`config.mk`:
```
export PLATFORM = sky130hd
export DESIGN_NAME = mpsm_cell
export DESIGN_NICKNAME = d
export VERILOG_FILES = /design/src/design/mpsm_pkg.sv /design/src/design/mpsm_cell.sv
export SDC_FILE = /design/constraint.sdc
export NUM_CORES = 2
export LEC_CHECK = 0
export ABC_CLOCK_PERIOD_IN_PS = 13700
export BUFFER_PORTS_ARGS = -buffer_cell sky130_fd_sc_hd__buf_2
export CORE_ASPECT_RATIO = 0.6
export CORE_MARGIN = 2
export CORE_UTILIZATION = 36
export CTS_BUF_LIST = sky130_fd_sc_hd__clkbuf_4
export DETAILED_ROUTE_END_ITERATION = 16
export PLACE_DENSITY = 0.51
export REMOVE_ABC_BUFFERS = 1
export SLEW_MARGIN = 30
export SYNTH_ARGS = -nofsm -noshare
export SYNTH_HDL_FRONTEND = slang
export SYNTH_SLANG_ARGS = --single-unit
```
`constraint.sdc`:
```
create_clock -name clk -period 13.7 [get_ports clk]
set_input_delay 0.685 -clock clk [delete_from_list [all_inputs] [get_ports clk]]
set_output_delay 0.685 -clock clk [all_outputs]
set_load 0.005 [all_outputs]
```
`src/design/mpsm_pkg.sv`:
```
// Package for the matrix power block: register codes, field widths,
// controller states and the command structs shared by the cells.
// No dependencies.
package mpsm_pkg;

    localparam int SIZE_W    = 4;
    localparam int POWER_W   = 31;
    localparam int CFG_W     = 31;
    localparam int CFG_IDX_W = 1;
    localparam int ROW_W     = 3;

    localparam logic [CFG_IDX_W-1:0] REG_MATRIX_SIZE = 1'b0;
    localparam logic [CFG_IDX_W-1:0] REG_POWER       = 1'b1;

    typedef enum logic [2:0] {
        ST_LOAD,
        ST_INIT,
        ST_STEP,
        ST_FEED,
        ST_DRAIN,
        ST_COPY,
        ST_OUT
    } state_t;

    // broadcast to every cell
    typedef struct packed {
        logic load;
        logic init;
        logic copy;
        logic copy_acc;
        logic x_acc;
    } cell_cmd_t;

    // travels down the chain with each operand
    typedef struct packed {
        logic valid;
        logic first;
    } tok_ctrl_t;

endpackage

```
`src/design/mpsm_cell.sv`:
```
// One row cell: holds a row of the base, accumulator and product matrices
// and a MAC. Operands arrive from the left neighbour. Depends on mpsm_pkg.
module mpsm_cell
    import mpsm_pkg::*;
#(
    parameter int DATA_WIDTH = 32,
    parameter int MAX_DIM    = 8,
    parameter int ROW        = 0,
    parameter int IDX_W      = 3
)(
    input  logic                  clk,
    input  logic                  rst_n,
    input  cell_cmd_t             cmd,
    input  logic [IDX_W-1:0]      load_row,
    input  logic [IDX_W-1:0]      load_col,
    input  logic [DATA_WIDTH-1:0] load_data,
    input  tok_ctrl_t             tok,
    input  logic [IDX_W-1:0]      tok_k,
    input  logic [IDX_W-1:0]      tok_j,
    input  logic [DATA_WIDTH-1:0] tok_y,
    output tok_ctrl_t             tok_fwd,
    output logic [IDX_W-1:0]      tok_k_fwd,
    output logic [IDX_W-1:0]      tok_j_fwd,
    output logic [DATA_WIDTH-1:0] tok_y_fwd,
    output logic [DATA_WIDTH-1:0] arow [MAX_DIM],
    output logic [DATA_WIDTH-1:0] brow [MAX_DIM]
);

    logic [DATA_WIDTH-1:0]   arow_reg [MAX_DIM];
    logic [DATA_WIDTH-1:0]   brow_reg [MAX_DIM];
    logic [DATA_WIDTH-1:0]   srow_reg [MAX_DIM];
    tok_ctrl_t               tok_reg;
    logic [IDX_W-1:0]        k_reg;
    logic [IDX_W-1:0]        j_reg;
    logic [DATA_WIDTH-1:0]   y_reg;
    logic [DATA_WIDTH-1:0]   xval;
    logic [DATA_WIDTH-1:0]   full;
    logic [DATA_WIDTH-1:0]   sum_next;

    // only the low word of the product is kept
    always_comb
    begin
        xval     = cmd.x_acc ? arow_reg[tok_k] : brow_reg[tok_k];
        full     = xval * tok_y;
        sum_next = (tok.first ? '0 : srow_reg[tok_j]) + full;
    end

    always_ff @(posedge clk or negedge rst_n)
    begin
        if (!rst_n)
        begin
            tok_reg <= '0;
        end
        else
        begin
            tok_reg <= tok;
        end
    end

    always_ff @(posedge clk)
    begin
        k_reg <= tok_k;
        j_reg <= tok_j;
        y_reg <= tok_y;
        if (tok.valid)
        begin
            srow_reg[tok_j] <= sum_next;
        end
        if (cmd.load && load_row == IDX_W'(ROW))
        begin
            brow_reg[load_col] <= load_data;
        end
        if (cmd.init)
        begin
            for (int j = 0; j < MAX_DIM; j++)
            begin
                arow_reg[j] <= (j == ROW) ? DATA_WIDTH'(1) : '0;
            end
        end
        if (cmd.copy)
        begin
            for (int j = 0; j < MAX_DIM; j++)
            begin
                if (cmd.copy_acc)
                begin
                    arow_reg[j] <= srow_reg[j];
                end
                else
                begin
                    brow_reg[j] <= srow_reg[j];
                end
            end
        end
    end

    assign tok_fwd   = tok_reg;
    assign tok_k_fwd = k_reg;
    assign tok_j_fwd = j_reg;
    assign tok_y_fwd = y_reg;
    assign arow      = arow_reg;
    assign brow      = brow_reg;

endmodule

```
==> impl_metrics.csv <==
group,metric,value,unit
critical_path,cp.arrival,10.39,ns
timing,max_freq,105,MHz
routing,routed_wirelength,198000,µm
routing,remaining_drc_errors,0,
placement,dp_slack,3.34,ns
synth,yosysWarnings,0,
global_routing,grt-ovfl-total,0,
placement,placedInstanceArea,56000,µm²
cells_and_area,nNetsFinal,6192,
critical_path,critPathKind,"input pin to flip-flop",
floorplan,fp.dieH,296,µm
synth,synth_ff_type,"dfxtp_1",
synth,yosysSeqAreaShare,0.368,
timing,relSlewSlack,0.144,
placement,dp.final_hpwl,141000,µm
critical_path,cp_max_fo,37,
global_routing,grt_pass1_vias,39551,
floorplan,core_area,140000,µm²
critical_path,cp_slowest_cell,"fa_1",
synth,synthArstFlopShare,0.00248,
floorplan,initial_core_util,0.365,
timing,hold_viol_final,0,
critical_path,start_kind,"input pin",
routing,wire_per_inst,26.0,µm
placement,gp_congestion,0.908,
timing,final.setup.worst_slack,4.20,ns
critical_path,crit_buf_inv,7,
synth,avgSynthCellArea,10.4,µm²
min_path,hold_class,"input pin to flip-flop",
clocking,numCtsBuffers,205,
critical_path,cpPeakStageDelay,0.60,ns
clocking,cts_tree,"yes",
critical_path,cp_data_required_time,14.58,ns
clocking,cts.repair.resized,0,
clocking,cts_htree_levels,4,
cells_and_area,final_common_cell,"nand2_1",
global_routing,grt_start_max_net_pins,197,
synth,ys_seq_elements,808,
floorplan,rows,106,
placement,numPortBuffers,636,
cells_and_area,areaGrowthSynthToFinish,16.6,%
timing,fin_crit_sh,0.694,
synth,synthCells,4897,
floorplan,die_area,145000,µm²
timing,rsz0062_at_grt,"false",
critical_path,worstSetupEndpointType,"flip-flop",
outcome,status,"finished, final reports clean",
routing,firstDrtPassIters,6,
run,cap_violations,0,
cells_and_area,layout_common_cells,"666 x nand2_1, 628 x buf_2, 550 x dfxtp_1",
timing,drv_slew,0,
synth,synth_edf_count,256,
clocking,worstSkewPairLatency,1.29,ns
clocking,clkTransAtPathRegs,0.07,ns
synth,synth_area,51000,µm²
floorplan,pin_count,637,
routing,drt_iter0_markers,3829,
timing,worst_pin_slew,1.28,ns
timing,min_period,9.50,ns
global_routing,grtUsageTotal,0.273,
cells_and_area,design_area,59500,µm²
timing,whs,0.151,ns
global_routing,grt_antenna_before_repair,9,
clocking,cts.root.buffer_cell,"clkbuf_4",
routing,vias_per_cell,5.16,
routing,ant_nets,0,
synth,ys_types,58,
cells_and_area,drive_gt1_frac,0.228,
clocking,cts_sinks,808,
timing,setup_viol,0,
critical_path,critPathTopFamily,"adder cells",
clocking,clock_path_buffers,3,
floorplan,die_w,490,µm
timing,fin_setup_tns,0,ns
timing,finClkSkew,0.130,ns
routing,vias,39307,
global_routing,grt_pass1_wl,287000,µm
critical_path,crit_top_cell,"fa_1",
[what timing repair did]
item                                   CTS  global route
endpoints found under the hold margin  317             0
setup buffers                            0             0
hold buffers                            74             0
[Yosys cell counts, types with 4 or more instances]
cell type  number  share of area
nor2_1        153          0.011
a21o_1         13         0.0019
a21oi_1        44         0.0043
mux4_2        179          0.079
xnor2_1        65          0.011
buf_6           6         0.0013
inv_1         488          0.036
nand3_1         4        0.00039
buf_2          14         0.0014
nor3_1          7        0.00069
or2_2          22         0.0027
and2_1        184          0.023
mux2_2         30         0.0066
and3_1          4        0.00049
clkbuf_1      270          0.020
edfxtp_1      256           0.15
xor2_1         18         0.0031
mux2i_1       316          0.062
nor2b_1        46         0.0056
o21bai_1       13         0.0019
o22ai_1        14         0.0017
buf_1          44         0.0032
ha_1          124          0.030
a22oi_1        15         0.0022
o21ai_0       528          0.052
nand2_1       667          0.049
fa_1          438           0.17
nand2b_1      329          0.040
dfxtp_1       550           0.22
o21ai_1         9        0.00088
[cells by family after synthesis]
kind of cell / share of synthesized area
XOR/XNOR: 0.0159
adder cells (fa/ha/maj): 0.202
flip-flops: 0.368
AO/OA/AOI/OAI: 0.0678
multiplexers: 0.148
AND/OR/NAND/NOR: 0.135
buffers and inverters: 0.0638
[layer usage]
metal	global-route usage	vias up	wire, µm
li1	-	17513	-
met1	0.409	19959	94000
met2	0.387	1652	82000
met3	0.0803	181	19300
met4	0.0567	2	3050
met5	0	-	13
[metrics by stage]
stage,utilization,instances
final,0.425,7620
after global routing,0.425,7617
after CTS,0.424,7611
after detailed placement,0.400,7153
after global placement,0.400,7152
after floorplan,-,4557
[tightest hold or removal path: stages]
cell and delay [ns]:
buf_2 0.11, nor2b_4 0.15, buf_12 0.18, nand2_1 0.10
o21ai_0 0.07
[cell type report]
| class | count | area, µm² |
|---|---|---|
| Fill cell | 13783 | 80500 |
| Timing Repair Buffer | 781 | 4610 |
| Sequential cell | 808 | 18700 |
| Clock buffer | 301 | 2260 |
| Multi-Input combinational cell | 3257 | 29200 |
| Antenna cell | 8 | 20.0 |
| Tap cell | 1890 | 2360 |
| Clock inverter | 83 | 407 |
| Inverter | 492 | 1850 |
[path summary, 6_finish.rpt]
check / startpoint / end / slack, ns / depth (start not counted)
setup / recovery: tok_j[0] / srow_reg[6][29] / 4.20 / 28
hold / removal: cmd[2] / brow[75] / 0.15 / 5
setup reg to reg: arow[105] / srow_reg[5][24] / 4.41 / 26
hold reg to reg: srow_reg[5][4] / brow[68] / 0.46 / 2
max in group asynchronous: rst_n / tok_fwd[0] / 13.29 / 3
min in group asynchronous: rst_n / tok_fwd[1] / 0.28 / 3
Power is not shown: default switching activity piles up to over one toggle a cycle in this logic, so the estimate is an artifact.
